## config.mk

```make
export PLATFORM = sky130hd
export DESIGN_NAME = timeslice_priority_scheduler
export DESIGN_NICKNAME = d
export VERILOG_FILES = /design/src/sv/tps_pkg.sv /design/src/sv/tps_cell.sv /design/src/sv/tps_ctrl.sv /design/src/sv/timeslice_priority_scheduler.sv
export VERILOG_INCLUDE_DIRS = /design/src /design/src/sv
export SDC_FILE = /design/constraint.sdc
export NUM_CORES = 2
export LEC_CHECK = 0
export ABC_AREA = 0
export BUFFER_PORTS_ARGS = -buffer_cell sky130_fd_sc_hd__buf_2
export CAP_MARGIN = 0
export CORE_MARGIN = 10
export CORE_UTILIZATION = 27
export CTS_CLUSTER_DIAMETER = 100
export DETAILED_ROUTE_END_ITERATION = 10
export PLACE_DENSITY_LB_ADDON = 0.12
export SLEW_MARGIN = 20
export SYNTH_ARGS = -nofsm -noshare
export SYNTH_HDL_FRONTEND = slang
export SYNTH_HIERARCHICAL = 1
export SYNTH_SLANG_ARGS = --single-unit
export TNS_END_PERCENT = 100
```

## constraint.sdc

```tcl
create_clock -name clk -period 5.8 [get_ports clk]
set_clock_uncertainty 0.05 [all_clocks]
set_input_delay 0.29 -clock clk [delete_from_list [all_inputs] [get_ports clk]]
set_output_delay 0.29 -clock clk [all_outputs]
set_load 0.005 [all_outputs]
```

## src/sv/timeslice_priority_scheduler_assert.svh

```systemverilog
// Assertion macros used by the scheduler sequencer.
`ifndef TIMESLICE_PRIORITY_SCHEDULER_ASSERT_SVH
`define TIMESLICE_PRIORITY_SCHEDULER_ASSERT_SVH

// Same-cycle implication, checked at every rising clock edge out of reset.
`define TPS_ASSERT_NOW(label, ante, cons) \
    label: assert property (@(posedge clk) disable iff (!rst_n) (ante) |-> (cons)) \
        else $error("scheduler assertion failed");

// Next-cycle implication, checked at every rising clock edge out of reset.
`define TPS_ASSERT_NEXT(label, ante, cons) \
    label: assert property (@(posedge clk) disable iff (!rst_n) (ante) |=> (cons)) \
        else $error("scheduler assertion failed");

`endif

```

## src/sv/tps_pkg.sv

```systemverilog
// Shared types and constants of the timeslice priority scheduler.
`timescale 1ns / 1ps

package tps_pkg;

    localparam int CNT_W  = 9;
    localparam int PRI_W  = 8;
    localparam int TASK_W = 4;

    typedef logic [CNT_W-1:0] cnt_t;
    typedef logic [PRI_W-1:0] pri_t;

    // Command broadcast to every cell of the task chain
    typedef enum logic [1:0] {
        OP_NONE,
        OP_LOAD,
        OP_TICK,
        OP_REFILL
    } cell_op_t;

    typedef struct packed {
        cell_op_t op;
        cnt_t     cnt;
        pri_t     pri;
        logic     runnable;
        logic     present;
    } cell_cmd_t;

    // Search wavefront handed from cell to cell
    typedef struct packed {
        cnt_t best_cnt;
        pri_t best_pri;
        cnt_t cur_cnt;
        pri_t cur_pri;
    } wave_t;

endpackage

```

## src/sv/tps_cell.sv

```systemverilog
// One task table entry with its stage of the search wavefront.
`timescale 1ns / 1ps

module tps_cell
    import tps_pkg::*;
#(
    parameter int NUM_TASKS = 16,
    parameter int CELL_IDX  = 0,
    localparam int IDX_W    = $clog2(NUM_TASKS)
)
(
    input  logic             clk,
    input  logic             rst_n,
    input  cell_cmd_t        cmd,
    input  logic [IDX_W-1:0] cmd_idx,
    input  logic [IDX_W-1:0] cur_idx,
    input  logic             go_in,
    input  wave_t            wave_in,
    input  logic [IDX_W-1:0] wave_in_idx,
    output logic             go_out,
    output wave_t            wave_out,
    output logic [IDX_W-1:0] wave_out_idx
);

    localparam logic [IDX_W-1:0] MY_IDX = IDX_W'(CELL_IDX);
    localparam bit IS_IDLE_TASK = (CELL_IDX == 0);

    cnt_t cnt_reg, cnt_next;
    pri_t pri_reg, pri_next;
    logic run_reg, run_next;
    logic pres_reg, pres_next;

    logic             go_reg;
    wave_t            wave_reg, wave_next;
    logic [IDX_W-1:0] idx_reg, idx_next;

    logic is_cur;
    logic take;

    assign is_cur = (cur_idx == MY_IDX);

    // Update the entry on load, tick and refill commands
    always_comb
    begin
        cnt_next  = cnt_reg;
        pri_next  = pri_reg;
        run_next  = run_reg;
        pres_next = pres_reg;
        case (cmd.op)
            OP_LOAD:
            begin
                if (cmd_idx == MY_IDX)
                begin
                    cnt_next  = cmd.cnt;
                    pri_next  = cmd.pri;
                    run_next  = cmd.runnable;
                    pres_next = cmd.present;
                end
            end
            OP_TICK:
            begin
                if (!IS_IDLE_TASK && is_cur)
                begin
                    if (cnt_reg <= cnt_t'(1))
                        cnt_next = '0;
                    else
                        cnt_next = cnt_reg - cnt_t'(1);
                end
            end
            OP_REFILL:
            begin
                if (!IS_IDLE_TASK && pres_reg)
                    cnt_next = {1'b0, cnt_reg[CNT_W-1:1]} + {1'b0, pri_reg};
            end
            default:
            begin
                cnt_next = cnt_reg;
            end
        endcase
    end

    always_ff @(posedge clk or negedge rst_n)
    begin
        if (!rst_n)
        begin
            cnt_reg  <= '0;
            pri_reg  <= '0;
            run_reg  <= 1'b0;
            pres_reg <= 1'b0;
        end
        else
        begin
            cnt_reg  <= cnt_next;
            pri_reg  <= pri_next;
            run_reg  <= run_next;
            pres_reg <= pres_next;
        end
    end

    // Replace the candidate on a strictly larger counter; capture the running entry
    assign take = !IS_IDLE_TASK && pres_reg && run_reg && (cnt_reg > wave_in.best_cnt);

    always_comb
    begin
        wave_next = wave_in;
        idx_next  = wave_in_idx;
        if (take)
        begin
            wave_next.best_cnt = cnt_reg;
            wave_next.best_pri = pri_reg;
            idx_next           = MY_IDX;
        end
        if (is_cur)
        begin
            wave_next.cur_cnt = cnt_reg;
            wave_next.cur_pri = pri_reg;
        end
    end

    always_ff @(posedge clk or negedge rst_n)
    begin
        if (!rst_n)
            go_reg <= 1'b0;
        else
            go_reg <= go_in;
    end

    // Advance the wavefront payload to the neighbor
    always_ff @(posedge clk)
    begin
        if (go_in)
        begin
            wave_reg <= wave_next;
            idx_reg  <= idx_next;
        end
    end

    assign go_out       = go_reg;
    assign wave_out     = wave_reg;
    assign wave_out_idx = idx_reg;

endmodule

```

## src/sv/tps_ctrl.sv

```systemverilog
// Sequencer: item intake, chain commands, scan decisions and result register.
`timescale 1ns / 1ps
`include "timeslice_priority_scheduler_assert.svh"

module tps_ctrl
    import tps_pkg::*;
#(
    parameter int NUM_TASKS = 16,
    localparam int IDX_W    = $clog2(NUM_TASKS)
)
(
    input  logic              clk,
    input  logic              rst_n,
    // item channel
    input  logic              item_valid,
    output logic              item_stall,
    input  logic              mode,
    input  logic [TASK_W-1:0] task_index,
    input  cnt_t              load_counter,
    input  pri_t              load_priority,
    input  logic              load_runnable,
    input  logic              load_present,
    // chain side
    output cell_cmd_t         cmd,
    output logic [IDX_W-1:0]  cmd_idx,
    output logic [IDX_W-1:0]  cur_idx,
    output logic              head_go,
    output wave_t             head_wave,
    output logic [IDX_W-1:0]  head_idx,
    input  logic              tail_go,
    input  wave_t             tail_wave,
    input  logic [IDX_W-1:0]  tail_idx,
    // result channel
    output logic              result_valid,
    input  logic              result_stall,
    output logic [TASK_W-1:0] next_task,
    output logic              switched,
    output logic              refilled,
    output logic              none_ready,
    output cnt_t              next_counter,
    output pri_t              next_priority
);

    typedef enum logic [3:0] {
        S_IDLE  = 4'b0001,
        S_SCAN1 = 4'b0010,
        S_SCAN2 = 4'b0100,
        S_DONE  = 4'b1000
    } state_t;

    state_t           state_reg, state_next;
    logic             launch_reg, launch_next;
    logic [IDX_W-1:0] cur_reg, cur_next;
    logic             tick_reg, tick_next;

    logic [IDX_W-1:0] res_task_reg, res_task_next;
    logic             res_sw_reg, res_sw_next;
    logic             res_rf_reg, res_rf_next;
    logic             res_nr_reg, res_nr_next;
    cnt_t             res_cnt_reg, res_cnt_next;
    pri_t             res_pri_reg, res_pri_next;

    logic              out_valid_reg;
    logic [TASK_W-1:0] out_task_reg;
    logic              out_sw_reg, out_rf_reg, out_nr_reg;
    cnt_t              out_cnt_reg;
    pri_t              out_pri_reg;

    logic        accept;
    logic [31:0] index_wide;
    logic        load_ok;
    logic        found;
    logic        resched;
    logic        need_refill;
    logic        out_free;

    assign accept     = item_valid && (state_reg == S_IDLE);
    assign item_stall = (state_reg != S_IDLE);
    assign index_wide = 32'(task_index);
    assign load_ok    = (index_wide < 32'(NUM_TASKS));

    // The second scan only runs for a tick that reschedules, whatever the refill left
    assign found       = (tail_wave.best_cnt != '0);
    assign resched     = (state_reg == S_SCAN2) || (cur_reg == '0) ||
                         (tail_wave.cur_cnt == '0);
    assign need_refill = tick_reg && resched && !found;
    assign out_free    = !out_valid_reg || !result_stall;

    // Drive the chain: commands, running index and wavefront head
    always_comb
    begin
        cmd.op       = OP_NONE;
        cmd.cnt      = load_counter;
        cmd.pri      = load_priority;
        cmd.runnable = load_runnable;
        cmd.present  = load_present;
        if (accept)
        begin
            if (mode)
                cmd.op = load_ok ? OP_LOAD : OP_NONE;
            else
                cmd.op = OP_TICK;
        end
        else if ((state_reg == S_SCAN1) && tail_go && need_refill)
        begin
            cmd.op = OP_REFILL;
        end
    end

    assign cmd_idx   = index_wide[IDX_W-1:0];
    assign cur_idx   = cur_reg;
    assign head_go   = launch_reg;
    assign head_wave = '0;
    assign head_idx  = '0;

    // Sequence the scans and settle the result
    always_comb
    begin
        state_next    = state_reg;
        launch_next   = 1'b0;
        cur_next      = cur_reg;
        tick_next     = tick_reg;
        res_task_next = res_task_reg;
        res_sw_next   = res_sw_reg;
        res_rf_next   = res_rf_reg;
        res_nr_next   = res_nr_reg;
        res_cnt_next  = res_cnt_reg;
        res_pri_next  = res_pri_reg;
        case (state_reg)
            S_IDLE:
            begin
                if (accept)
                begin
                    tick_next   = !mode;
                    launch_next = 1'b1;
                    state_next  = S_SCAN1;
                end
            end
            S_SCAN1, S_SCAN2:
            begin
                if (tail_go)
                begin
                    // keep the running task unless a new pick is taken below
                    res_task_next = cur_reg;
                    res_sw_next   = 1'b0;
                    res_rf_next   = (state_reg == S_SCAN2);
                    res_nr_next   = 1'b0;
                    res_cnt_next  = tail_wave.cur_cnt;
                    res_pri_next  = tail_wave.cur_pri;
                    state_next    = S_DONE;
                    if (tick_reg && resched && found)
                    begin
                        res_task_next = tail_idx;
                        res_sw_next   = (tail_idx != cur_reg);
                        res_cnt_next  = tail_wave.best_cnt;
                        res_pri_next  = tail_wave.best_pri;
                        cur_next      = tail_idx;
                    end
                    else if (need_refill && (state_reg == S_SCAN1))
                    begin
                        launch_next = 1'b1;
                        state_next  = S_SCAN2;
                    end
                    else if (need_refill)
                    begin
                        res_nr_next = 1'b1;
                    end
                end
            end
            S_DONE:
            begin
                if (out_free)
                    state_next = S_IDLE;
            end
            default:
            begin
                state_next = S_IDLE;
            end
        endcase
    end

    always_ff @(posedge clk or negedge rst_n)
    begin
        if (!rst_n)
        begin
            state_reg  <= S_IDLE;
            launch_reg <= 1'b0;
            cur_reg    <= '0;
            tick_reg   <= 1'b0;
        end
        else
        begin
            state_reg  <= state_next;
            launch_reg <= launch_next;
            cur_reg    <= cur_next;
            tick_reg   <= tick_next;
        end
    end

    always_ff @(posedge clk)
    begin
        res_task_reg <= res_task_next;
        res_sw_reg   <= res_sw_next;
        res_rf_reg   <= res_rf_next;
        res_nr_reg   <= res_nr_next;
        res_cnt_reg  <= res_cnt_next;
        res_pri_reg  <= res_pri_next;
    end

    // Hand the settled result to the output register once it is free
    always_ff @(posedge clk or negedge rst_n)
    begin
        if (!rst_n)
            out_valid_reg <= 1'b0;
        else if ((state_reg == S_DONE) && out_free)
            out_valid_reg <= 1'b1;
        else if (!result_stall)
            out_valid_reg <= 1'b0;
    end

    always_ff @(posedge clk)
    begin
        if ((state_reg == S_DONE) && out_free)
        begin
            out_task_reg <= TASK_W'(res_task_reg);
            out_sw_reg   <= res_sw_reg;
            out_rf_reg   <= res_rf_reg;
            out_nr_reg   <= res_nr_reg;
            out_cnt_reg  <= res_cnt_reg;
            out_pri_reg  <= res_pri_reg;
        end
    end

    assign result_valid  = out_valid_reg;
    assign next_task     = out_task_reg;
    assign switched      = out_sw_reg;
    assign refilled      = out_rf_reg;
    assign none_ready    = out_nr_reg;
    assign next_counter  = out_cnt_reg;
    assign next_priority = out_pri_reg;

    // A failed search only ever follows a refill
    `TPS_ASSERT_NOW(a_none_after_refill, out_valid_reg && out_nr_reg, out_rf_reg)
    // A switch and a failed search never come together
    `TPS_ASSERT_NOW(a_switch_not_none, out_valid_reg && out_sw_reg, !out_nr_reg)
    // An accepted item always launches the first scan
    `TPS_ASSERT_NEXT(a_accept_launch, accept, launch_reg && (state_reg == S_SCAN1))
    // The wavefront only returns while a scan is pending
    `TPS_ASSERT_NOW(a_tail_in_scan, tail_go, (state_reg == S_SCAN1) || (state_reg == S_SCAN2))

endmodule

```

## src/sv/timeslice_priority_scheduler.sv

```systemverilog
// Top level of the timeslice priority scheduler: sequencer and chain of task cells.
`timescale 1ns / 1ps

// Usage:
//   Item channel (item_valid / item_stall): mode 1 loads one task entry
//   (counter, priority, runnable, present) at task_index; mode 0 is a timer
//   tick that ages the running task and reschedules when its slice runs out or the idle task 0 runs.
//   Result channel (result_valid / result_stall): one result per item with
//   the running task, its counter and priority, and the switched, refilled
//   and none_ready flags.
//   A load or a tick without refill makes one scan of the chain; a tick that
//   refills makes a second scan after the refill command.
//   The block takes one item at a time and accepts the next one once the
//   result has landed in the output register. Each scan is a search
//   wavefront that walks the chain of NUM_TASKS cells one cell per cycle.
//   Reset clears the whole task table and makes the idle task 0 current;
//   no clearing pass is needed. While the receiver stalls, the result holds
//   in the output register; one more item may be processed behind it and
//   then waits until the output register frees up.
module timeslice_priority_scheduler
    import tps_pkg::*;
#(
    parameter int NUM_TASKS = 16
)
(
    input  logic              clk,
    input  logic              rst_n,
    input  logic              item_valid,
    output logic              item_stall,
    input  logic              mode,
    input  logic [TASK_W-1:0] task_index,
    input  logic [CNT_W-1:0]  load_counter,
    input  logic [PRI_W-1:0]  load_priority,
    input  logic              load_runnable,
    input  logic              load_present,
    output logic              result_valid,
    input  logic              result_stall,
    output logic [TASK_W-1:0] next_task,
    output logic              switched,
    output logic              refilled,
    output logic              none_ready,
    output logic [CNT_W-1:0]  next_counter,
    output logic [PRI_W-1:0]  next_priority
);

    localparam int IDX_W = $clog2(NUM_TASKS);

    cell_cmd_t        cmd;
    logic [IDX_W-1:0] cmd_idx;
    logic [IDX_W-1:0] cur_idx;

    // Link k feeds cell k-1; link NUM_TASKS is the head, link 0 the tail
    logic             link_go   [NUM_TASKS+1];
    wave_t            link_wave [NUM_TASKS+1];
    logic [IDX_W-1:0] link_idx  [NUM_TASKS+1];

    tps_ctrl #(
        .NUM_TASKS (NUM_TASKS)
    ) u_ctrl (
        .clk           (clk),
        .rst_n         (rst_n),
        .item_valid    (item_valid),
        .item_stall    (item_stall),
        .mode          (mode),
        .task_index    (task_index),
        .load_counter  (load_counter),
        .load_priority (load_priority),
        .load_runnable (load_runnable),
        .load_present  (load_present),
        .cmd           (cmd),
        .cmd_idx       (cmd_idx),
        .cur_idx       (cur_idx),
        .head_go       (link_go[NUM_TASKS]),
        .head_wave     (link_wave[NUM_TASKS]),
        .head_idx      (link_idx[NUM_TASKS]),
        .tail_go       (link_go[0]),
        .tail_wave     (link_wave[0]),
        .tail_idx      (link_idx[0]),
        .result_valid  (result_valid),
        .result_stall  (result_stall),
        .next_task     (next_task),
        .switched      (switched),
        .refilled      (refilled),
        .none_ready    (none_ready),
        .next_counter  (next_counter),
        .next_priority (next_priority)
    );

    // Build the chain from the highest task down to the idle task
    for (genvar i = 0; i < NUM_TASKS; i++)
    begin : g_cell
        tps_cell #(
            .NUM_TASKS (NUM_TASKS),
            .CELL_IDX  (i)
        ) u_cell (
            .clk          (clk),
            .rst_n        (rst_n),
            .cmd          (cmd),
            .cmd_idx      (cmd_idx),
            .cur_idx      (cur_idx),
            .go_in        (link_go[i+1]),
            .wave_in      (link_wave[i+1]),
            .wave_in_idx  (link_idx[i+1]),
            .go_out       (link_go[i]),
            .wave_out     (link_wave[i]),
            .wave_out_idx (link_idx[i])
        );
    end

endmodule
```

# Word-level counts from Yosys, hierarchy flattened
# Index checks and enable logic that the tools add are counted.
[word_totals] out_inout_bits=26 memories=0 latch_bits=0 ff_bits=985 ramBits=0 rom_bits=0
[classes] addsub=30 reduce_logical=86 n_mux=126 div_mod_pow=0 shift=0 n_eq_ne=88 n_bitwise=0 mul=0 magnitude_cmp=31
[ops] cell="$mux 9" count=61
[ops] cell="$mux 17" count=29
[ops] cell="$pmux 9 s3" count=15
[ops] cell="$add 8x8->9" count=15
[ops] cell="$le 9x1->1 const B" count=15
[ops] cell="$sub 9x1->9 const B" count=15
[ops] cell="$gt 9x9->1" count=14
[ops] cell="$eq 4x4->1 const B" count=17
[ops] cell="$ne 2x1->1 const B" count=31
[ops] cell="$reduce_and 4->1" count=15
[ops] cell="$logic_and 1x1->1" count=38
[ops] cell="$eq 4x3->1 const B" count=9
[ops] cell="$ne 2x2->1 const B" count=18
[ops] cell="$reduce_and 2->1" count=18
[ops] cell="$mux 4" count=7
[ops] cell="$eq 4x2->1 const B" count=5
[ops] cell="$eq 4x1->1 const B" count=3
[ops] cell="$pmux 4 s3" count=1
[ops] cell="$gt 9x1->1 const B" count=1
[ops] cell="$logic_not 9->1" count=1
[ops] cell="$reduce_bool 9->1" count=1
[ops] cell="$logic_not 4->1" count=2
[ops] cell="$mux 1" count=8
[ops] cell="$mux 8" count=1
[ops] cell="12 further kinds" count=21

# Logic depth before layout (Yosys ltp)
[logic_depth] ltp_word=11 ltp_mapped=14 mapped_depth_nobuf=11

# Hierarchy
# The synthesis kept the hierarchy.
[by_module_without_submodules] module="tps_cell at g_cell[10].u_cell ..." instances=3 cells_per_inst=269 area_per_inst_um2=3372.0 seq_area_each_um2=1641.6
[by_module_without_submodules] module="tps_cell at g_cell[1].u_cell ..." instances=2 cells_per_inst=269 area_per_inst_um2=3329.4 seq_area_each_um2=1641.6
[by_module_without_submodules] module="tps_cell at g_cell[11].u_cell ..." instances=2 cells_per_inst=305 area_per_inst_um2=3318.2 seq_area_each_um2=1641.6
[by_module_without_submodules] module="tps_cell at g_cell[5].u_cell ..." instances=2 cells_per_inst=268 area_per_inst_um2=3310.7 seq_area_each_um2=1641.6
[by_module_without_submodules] module="tps_cell at g_cell[13].u_cell" instances=1 cells_per_inst=305 area_per_inst_um2=3388.2 seq_area_each_um2=1641.6
[by_module_without_submodules] module="tps_cell at g_cell[9].u_cell" instances=1 cells_per_inst=278 area_per_inst_um2=3350.7 seq_area_each_um2=1641.6
[by_module_without_submodules] module="tps_cell at g_cell[4].u_cell" instances=1 cells_per_inst=267 area_per_inst_um2=3299.4 seq_area_each_um2=1641.6
[by_module_without_submodules] module="tps_cell at g_cell[15].u_cell" instances=1 cells_per_inst=277 area_per_inst_um2=3271.9 seq_area_each_um2=1641.6
[by_module_without_submodules] module="tps_cell at g_cell[8].u_cell" instances=1 cells_per_inst=263 area_per_inst_um2=3228.1 seq_area_each_um2=1641.6
[by_module_without_submodules] module="tps_cell at g_cell[7].u_cell" instances=1 cells_per_inst=266 area_per_inst_um2=3220.6 seq_area_each_um2=1641.6
[by_module_without_submodules] module="tps_ctrl" instances=1 cells_per_inst=205 area_per_inst_um2=2864.0 seq_area_each_um2=1717.9
[by_module_without_submodules] module="tps_cell at g_cell[0].u_cell" instances=1 cells_per_inst=95 area_per_inst_um2=2079.5 seq_area_each_um2=1591.5

# Worst setup path before layout
# No wires, ideal clock.
[synth_timing] path_kind="reg2reg" startpoint="register u_ctrl.state_reg[0]" endpoint="register g_cell[10].u_cell.pres_reg" n_path_buf=0 period_less_slack_ps=4851 required_ps=5625 path_slack_ps=949 path_stages_with_launch=7 arrival_ps=4676 path_cell_list="dfstp_2 -> nor2b_1 -> nand3_1 -> o21bai_1 -> clkinv_1 -> nand3_1 -> mux2_2"
[synth_rtl] item="start: declaration" line_no="tps_ctrl.sv:51" text="state_t state_reg, state_next;"
[synth_rtl] item="start signal: assignment" line_no="tps_ctrl.sv:193" text="state_reg <= state_next;"
[synth_rtl] item="end signal: assignment" line_no="tps_cell.sv:96" text="pres_reg <= pres_next;"
[synth_rtl] item="end: declaration" line_no="tps_cell.sv:31" text="logic pres_reg, pres_next;"

==> out/results.tsv <==
metric	value	unit
maxSlewViolCount	0	
yosysWarnings	6	
cp-start-kind	register	
ir_drop	266	µV
synth_top_family_by_area	multiplexers	
grt_pass1_vias	36300	
final_cell_mix	edfxtp_1, mux2_2, nand2_1	
synth-simple-area-share	10.9	%
grt_pass1_wl	258000	µm
place_congestion	0.828	
crit_arrival	5.02	ns
synth_seq_cells	985	
fmax	0.225	GHz
die-area	0.221	mm²
antenna_found_initial	18	
synth_compound_area_share	11.7	%
rsz0062_at_grt	no	
area_growth	12.9	%
postRouteAntennaNets	0	
fillers	20600	
cts.sinks	985	
synth_top_area_cell	edfxtp_1	
groute.usage.overall	15.5	%
period_share	76.6	%
grt_overflow_total	0	
drc_errors	0	
cts-buffers-inserted	116	
synthAdderAreaFrac	7.06	%
post-place-cells	7090	
num_rows	165	
io_buffers	53	
synth_edf_count	656	
instances_no_fill	7318	
synth-async-reset-ratio	33.4	%
drt_iter0_markers	2680	
dp_hpwl	123000	µm
drive_gt1_share	22.5	%
grt_max_degree	124	
max-cap-violations	0	
synth_top_area_share	36.0	%
tightestPinTransition	1.20	ns
cts_root_buffer	clkbuf_16	
min_path_type	in2async	
final_common_cell	edfxtp_1	
cts_setup_buffers	0	
clk_pin_slew	0.06	ns
synth_area	0.0547	mm²
powerDensity	494	mW/mm²
num_vias	35900	
die_height	470	µm
via_per_inst	4.91	
synthesis.instances	4447	
clockBufferDepth	3	
die_w	470	µm
synth_ff_type	edfxtp_1	
initial_core_util	27.1	%
insertion_delay	0.75	ns
leakage	24.1	nW
syn_area_per_cell	12.3	µm²
slew_headroom	20.2	%
tns	0	ns
hold_viol	0	
cts_tree	yes	
wire_per_inst	24.2	µm
status	finished clean	
finalSetupViolCount	0	
crit_path_end_kind	register	
critical_path_class	reg2reg	
core-area	0.202	mm²
wl	177000	µm
synth_mux_area_share	14.0	%
ioPinCount	54	
min_period	4.44	ns
yosysSeqAreaShare	51.0	%
synthTopCellsByArea	edfxtp_1, dfrtp_1, mux2_2	
crit_path_max_fanout	40	
yosysUniqueCellTypes	111	
worstPathRequired	6.38	ns
htreeDepth	3	
final_nets	4871	
firstDrtPassIters	5	
largest_register_ff_count	544	
synth_xor_xnor_area_share	1.17	%
synth_stat cells (61+ instances only):
master and n:
nor2_1 189, a21o_1 75, mux2_4 61, o21ai_0 194
nand3_1 77, a21oi_1 158, buf_4 81, nor3_1 80
mux2_1 71, ha_1 285, edfxtp_1 656, inv_1 225
nand2_1 343, mux2_2 484, dfrtp_1 328
cell families after synthesis:
family / after synthesis
AND/OR/NAND/NOR: 1083
flip-flops: 985
AO/OA/AOI/OAI: 899
multiplexers: 663
buffers and inverters: 443
adder cells (fa/ha/maj): 300
XOR/XNOR: 73
other: 1
worst max-delay path, stage by stage (launching register included):
cell and delay [ns]:
dfrtp_1 0.37, nor4_1 0.58, nor2_2 0.13, a211oi_1 0.42, and3_1 0.30, o21bai_4 0.35
buf_4 0.52, inv_1 0.33, nand3_1 0.56, and2_4 0.40, a21oi_1 0.07, o21a_1 0.17
report_power, final:
group          total (mW)  internal (mW)  switching (mW)
sequential           12.7           10.2            2.49
clock                7.53           4.42            3.11
combinational        10.3           4.30            5.97
total                30.5           19.0            11.6
routing by layer:
layer	vias up	track usage [%]	part of all wire, %
met1	18000	21.3	46
li1	16900	-	-
met5	-	0	0.0074
met2	789	25.7	47
met4	2	4.08	2.7
met3	224	1.93	3.9
path summary, 6_finish.rpt:
check                                                              from                                        to  slack [ns]  depth (start not counted)
worst max register to register            u_ctrl/cur_idx[3]$_DFFE_PN0P_   g_cell[9].u_cell/cnt_reg[5]$_DFFE_PN0P_        1.36                         11
max in group asynchronous                                         rst_n                  u_ctrl/head_go$_DFF_PN0_        4.23                          3
worst min register to register  g_cell[1].u_cell/wave_out[21]$_DFFE_PP_   g_cell[0].u_cell/wave_out[21]$_DFFE_PP_        0.36                          0
min in group clk                                       load_priority[1]  g_cell[14].u_cell/pri_reg[1]$_DFFE_PN0P_        0.17                          3
worst max-delay path                      u_ctrl/cur_idx[3]$_DFFE_PN0P_   g_cell[9].u_cell/cnt_reg[5]$_DFFE_PN0P_        1.36                         11
worst min-delay path                                              rst_n   g_cell[9].u_cell/cnt_reg[0]$_DFFE_PN0P_        0.05                          2
area by class of cell:
cell class,instances,area [µm²],area share (%)
Timing Repair Buffer,144,1030,1.67
Sequential cell,985,27900,45.2
Inverter,240,901,1.46
Clock buffer,159,3140,5.09
Clock inverter,61,746,1.21
Tap cell,2672,3340,5.41
Antenna cell,1,2.50,0.00405
Multi-Input combinational cell,3056,24700,40.0
per-stage QoR:
step | total power [mW] | setup slack (ns) | utilization [%] | hold slack [ns] | cell area (µm²)
3_3_place_gp | 23.2 | 1.39 | 28.7 | 0.218 | 57800
3_5_place_dp | 23.2 | 1.35 | 28.7 | 0.216 | 57800
5_1_grt | 32.5 | 1.11 | 30.6 | 0.0607 | 61800
6_report | 30.5 | 1.36 | 30.6 | 0.0466 | 61800
4_1_cts | 30.9 | 1.28 | 30.6 | 0.0372 | 61800
2_1_floorplan | 19.2 | 0.949 | - | -0.0556 | 54900
what timing repair did:
item                                   4_1_cts  5_1_grt
gates resized for setup                      0        0
endpoints found under the hold margin       54        0
hold buffers                                 5        0
Note: power is estimated with default switching activity, not from simulation.
